[config.mk]
export PLATFORM = sky130hd
export DESIGN_NAME = suv_sqrt
export DESIGN_NICKNAME = d
export VERILOG_FILES = /design/src/design/suv_pkg.sv /design/src/design/suv_sqrt.sv
export SDC_FILE = /design/constraint.sdc
export NUM_CORES = 1
export LEC_CHECK = 0
export BUFFER_PORTS_ARGS = -buffer_cell sky130_fd_sc_hd__buf_2
export CORE_MARGIN = 5
export CORE_UTILIZATION = 40
export DETAILED_ROUTE_END_ITERATION = 8
export PLACE_DENSITY = 0.63
export SYNTH_ARGS = -nofsm -noshare
export SYNTH_HDL_FRONTEND = slang
export SYNTH_SLANG_ARGS = --single-unit
[constraint.sdc]
create_clock -name i_clk -period 7.1 [get_ports i_clk]
set_input_delay 1.42 -clock i_clk [delete_from_list [all_inputs] [get_ports i_clk]]
set_output_delay 1.42 -clock i_clk [all_outputs]
set_load 0.05 [all_outputs]
[src/design/suv_pkg.sv]
package suv_pkg;

    // Number formats
    localparam int CFB     = 14;          // fraction bits of the coordinates
    localparam int OFB     = 16;          // fraction bits of the texture coordinates
    localparam int COORD_W = 16;
    localparam int OUT_W   = 17;

    // Square root unit: radicand one^2 - y^2, root up to one
    localparam int SQ_IN_W = 2 * CFB + 1;
    localparam int SQ_K    = CFB + 1;
    localparam int SQ_TW   = 2 * SQ_K + 1;

    // CORDIC datapath
    localparam int CW      = 44;          // vector component width
    localparam int AW      = 35;          // angle width, 2^32 is one turn
    localparam int NIT     = 32;
    localparam int SC_XZ   = 24;
    localparam int SC_Y    = 40 - CFB;
    localparam int SIDE_W  = 3 * COORD_W;

    // Arctangent table in turns, entry i is atan(2^-i) scaled to 2^32 per turn.
    function automatic logic signed [AW-1:0] turn_tab(input logic [4:0] idx);
        logic signed [AW-1:0] t;
        case (idx)
            5'd0:    t = AW'(536870912);
            5'd1:    t = AW'(316933406);
            5'd2:    t = AW'(167458907);
            5'd3:    t = AW'(85004756);
            5'd4:    t = AW'(42667331);
            5'd5:    t = AW'(21354465);
            5'd6:    t = AW'(10679838);
            5'd7:    t = AW'(5340245);
            5'd8:    t = AW'(2670163);
            5'd9:    t = AW'(1335087);
            5'd10:   t = AW'(667544);
            5'd11:   t = AW'(333772);
            5'd12:   t = AW'(166886);
            5'd13:   t = AW'(83443);
            5'd14:   t = AW'(41722);
            5'd15:   t = AW'(20861);
            5'd16:   t = AW'(10430);
            5'd17:   t = AW'(5215);
            5'd18:   t = AW'(2608);
            5'd19:   t = AW'(1304);
            5'd20:   t = AW'(652);
            5'd21:   t = AW'(326);
            5'd22:   t = AW'(163);
            5'd23:   t = AW'(81);
            5'd24:   t = AW'(41);
            5'd25:   t = AW'(20);
            5'd26:   t = AW'(10);
            5'd27:   t = AW'(5);
            5'd28:   t = AW'(3);
            5'd29:   t = AW'(1);
            5'd30:   t = AW'(1);
            default: t = '0;
        endcase
        return t;
    endfunction

    // Clamp a turn-scaled value to 0..1 and round it to OFB fraction bits.
    function automatic logic [OUT_W-1:0] to_out(input logic signed [AW+1:0] w);
        logic signed [AW+1:0] wc;
        logic signed [AW+1:0] r;
        wc = w;
        if (wc < 0) begin
            wc = '0;
        end
        if (wc > (AW+2)'(64'sd1 <<< 32)) begin
            wc = (AW+2)'(64'sd1 <<< 32);
        end
        r = (wc + (AW+2)'(64'sd1 <<< (31 - OFB))) >>> (32 - OFB);
        if (r > (AW+2)'(64'sd1 <<< OFB)) begin
            r = (AW+2)'(64'sd1 <<< OFB);
        end
        return r[OUT_W-1:0];
    endfunction

endpackage

[src/design/suv_sqrt.sv]
module suv_sqrt (
    input  logic                         i_clk,
    input  logic                         i_rst_n,
    input  logic                         i_ce,
    input  logic                         i_valid,
    input  logic [suv_pkg::SQ_IN_W-1:0]  i_n,
    input  logic [suv_pkg::SIDE_W-1:0]   i_side,
    output logic                         o_valid,
    output logic [suv_pkg::SQ_K-1:0]     o_root,
    output logic [suv_pkg::SIDE_W-1:0]   o_side
);
    import suv_pkg::*;

    // Stage s holds the remainder and root after deciding root bit SQ_K-s.
    logic [SQ_TW-1:0]  r_rem  [1:SQ_K];
    logic [SQ_K-1:0]   r_q    [1:SQ_K];
    logic [SIDE_W-1:0] r_side [1:SQ_K];
    logic              r_vld  [1:SQ_K];
    logic [SQ_TW-1:0]  n_rem  [1:SQ_K];
    logic [SQ_K-1:0]   n_q    [1:SQ_K];

    // One restoring step: try setting root bit b.
    function automatic logic [SQ_TW+SQ_K-1:0] root_step(input logic [SQ_TW-1:0] rem,
                                                        input logic [SQ_K-1:0]  q,
                                                        input int               b);
        logic [SQ_TW-1:0] trial;
        logic [SQ_TW-1:0] rem_o;
        logic [SQ_K-1:0]  q_o;
        trial = (SQ_TW'(q) << (b + 1)) + (SQ_TW'(1) << (2 * b));
        rem_o = rem;
        q_o   = q;
        if (rem >= trial) begin
            rem_o = rem - trial;
            q_o   = q | (SQ_K'(1) << b);
        end
        return {rem_o, q_o};
    endfunction

    // The first stage works on the input, the others on the stage before.
    always_comb begin
        {n_rem[1], n_q[1]} = root_step(SQ_TW'(i_n), '0, SQ_K - 1);
        for (int s = 2; s <= SQ_K; s++) begin
            {n_rem[s], n_q[s]} = root_step(r_rem[s-1], r_q[s-1], SQ_K - s);
        end
    end

    always_ff @(posedge i_clk) begin
        if (!i_rst_n) begin
            for (int s = 1; s <= SQ_K; s++) r_vld[s] <= 1'b0;
        end else if (i_ce) begin
            r_vld[1] <= i_valid;
            for (int s = 2; s <= SQ_K; s++) r_vld[s] <= r_vld[s-1];
        end
    end

    always_ff @(posedge i_clk) begin
        if (i_ce) begin
            r_side[1] <= i_side;
            for (int s = 1; s <= SQ_K; s++) begin
                r_rem[s] <= n_rem[s];
                r_q[s]   <= n_q[s];
            end
            for (int s = 2; s <= SQ_K; s++) r_side[s] <= r_side[s-1];
        end
    end

    assign o_valid = r_vld[SQ_K];
    assign o_root  = r_q[SQ_K];
    assign o_side  = r_side[SQ_K];

endmodule

==> flow_summary.toml <==
[sta]
drv_slew = 0
worst_pin_slew_ns = 1.12
relSlewSlack = 0.253
fin_setup_tns_ns = 0
finalHoldViolations = 0
fin_ws_ns = 3.79
fmax_mhz = 302
period_minus_slack_ns = 3.31
min_period_over_period = 0.466
setup_viol = 0
fin_worst_skew_ns = 0.0358
whs_ns = 0.401
rsz0062_at_grt = "false"

[pwr]
ir_worst_vdd_mv = 0.241
sequentialPowerShare = 0.538
p_per_area_nw_per_um2 = 318
swShare = 0.226
p_int_mw = 13.6
power_frac_clock = 0.382
power.switching_mw = 3.97
pwr-share-comb = 0.080
leakagePower_nw = 19.9

[die]
floorplan.core_area_um2 = 120000
ios = 145
start_util = 0.404
row_count = 127
die_area_um2 = 128000
die_w_um = 358
dieHeight_um = 358

[final_layout]
nNetsFinal = 3233
area_growth_pct = 13.9
final_area_um2 = 55300
drive_gt1_frac = 0.128
final_common_cell = "edfxtp_1"
antenna_cells = 0
layout_common_cells = "edfxtp_1, inv_1, buf_2, clkbuf_16, nor2_1"

[clock_tree]
ctsResizeCount = 0
clk_path_buf_depth = 3
cts_tree = "yes"
clkLatencyLatePin_ns = 0.75
numCtsBuffers = 136
h-tree-depth = 4
cts-root-buf = "clkbuf_16"
cts-hold-fix-buffers = 0
cts_setup_buffers = 0
clk_pin_slew_ns = 0.06
cts.sinks = 1288

[logic_synthesis]
netlist_area_um2 = 48600
synth_flop_cell = "edfxtp_1"
synth_top_area_share = 0.796
synth-edff-count = 1288
synth_cell_types = 81
synthCells = 2797
avgSynthCellArea_um2 = 17.4
ys_seq_elements = 1288
yosysWarnings = 0
synthTopCellsByArea = "edfxtp_1, ha_1, xnor2_1"
yosysSeqAreaShare = 0.796
yosysTopAreaCell = "edfxtp_1"
async_flop_share = 0

[routing]
post_drt_wl_per_cell_um = 14.6
dr.first_iter.drc_count = 1584
vias = 22309
drt_drc_violations_left = 0
via_per_inst = 4.71
wl_mm = 69.2
final_antenna_net_count = 0
first_pass_iters = 5

[place]
hpwl_mm = 43.5
dpl_worst_slack_ns = 3.62
placed_area_um2 = 51000
place_congestion = 0.890
io_buffer_count = 144

[hold_path]
hp-class = "reg2reg"

[global_route]
overflow = 0
antenna_found_initial = 0
grt_max_degree = 170
grt_first_pass_wirelength_mm = 113
grt_usage = 0.109
grt_pass1_vias = 22403

[worst_setup_path]
critPathArrivalTime_ns = 3.79
crit_type = "reg2reg"
slowest_delay_ns = 0.62
worstPathCellList = "ha_1 > nor4bb_1 > nand4_1 > o41ai_1 > or4_1 > and4_4 > nand2_1 > xnor2_1"
slowest_stage = "or4_1"
cp_max_fo = 19
required_ns = 7.58
start_kind = "flip-flop"
end_kind = "flip-flop"

[flow_run]
drv_cap = 0

[status]
status = "finished clean"
[metal layers]
| layer | GRT usage | wire length (µm) |
|---|---|---|
| met1 | 0.133 | 29900 |
| met2 | 0.180 | 33400 |
| met3 | 0.0272 | 3100 |
| met4 | 0.0565 | 2680 |
| met5 | 0 | 0 |
[synth_stat cells (16+ instances only)]
cell type and instances:
edfxtp_1 1288, nand2b_1 30, inv_1 163, nand2_1 96, nor4_1 53, ha_1 131, o21a_1 25, clkbuf_1 19
o21ai_0 72, nor3_1 72, a21oi_1 128, mux2_2 16, or3_1 18, a21o_1 27, nand3_1 33, and3_1 24
nand4_1 22, xnor2_1 97, xor2_1 82, nor2b_1 21, nor2_1 134, buf_4 49
[final timing paths]
kind,to,slack [ns],cells after the start,from
worst max register to register,r_rem[0][336],3.79,8,r_rem[0][291]
worst max-delay path,r_rem[0][336],3.79,8,r_rem[0][291]
worst min register to register,r_side[0][547],0.40,0,r_side[0][499]
worst min-delay path,r_side[0][547],0.40,0,r_side[0][499]
[critical path, delay by kind of cell (launching register included)]
kind            cells  cell delay, ns
simple gates        5            1.75
compound gates      1            0.41
fa+ha+maj           1            0.35
flops               1            0.39
xor+xnor            1            0.14
[power groups by stage]
stage | Clock [mW] | Combinational (mW) | Sequential, mW
2_1_floorplan | 0 | 1.02 | 9.49
3_3_place_gp | 0 | 1.39 | 9.59
3_5_place_dp | 0 | 1.41 | 9.61
4_1_cts | 6.99 | 1.41 | 9.45
5_1_grt | 7.32 | 1.58 | 9.51
6_report | 6.72 | 1.40 | 9.45
[area by class of cell]
cell class                      count  area (µm²)
Multi-Input combinational cell   1267        8780
Sequential cell                  1288       38700
Inverter                          165         619
Fill cell                       10249       65000
Clock inverter                     78         688
Tap cell                         1612        2020
Timing Repair Buffer              163         928
Clock buffer                      166        3600
[registers in the layout (all words and copies together) (netlist names)]
name and count:
r_side 720, r_vld 15, r_rem 433, r_q 120
[through the flow]
| stage | cells | utilization | power [mW] |
|---|---|---|---|
| global placement | 4495 | 0.424 | 11.0 |
| global route | 4739 | 0.460 | 18.4 |
| detailed placement | 4495 | 0.424 | 11.0 |
| finish | 4739 | 0.460 | 17.6 |
| CTS | 4739 | 0.460 | 17.8 |
| floorplan | 2798 | - | 10.5 |
[cell families (layout without fill, tap and decap cells)]
group | count (synthesis) | in the layout | share of synthesized area
DFF | 1288 | 1288 | 0.796
and+or+nand+nor | 600 | 600 | 0.0672
AOI/OAI and AO/OA | 336 | 336 | 0.0430
buffers and inverters | 243 | 572 | 0.0230
xor gates and xnor gates | 179 | 179 | 0.0323
adders and majority gates | 131 | 131 | 0.0337
muxes | 19 | 19 | 0.00433
other | 1 | 2 | 0.0000772
No activity file was read; power rests on OpenSTA's default activity.
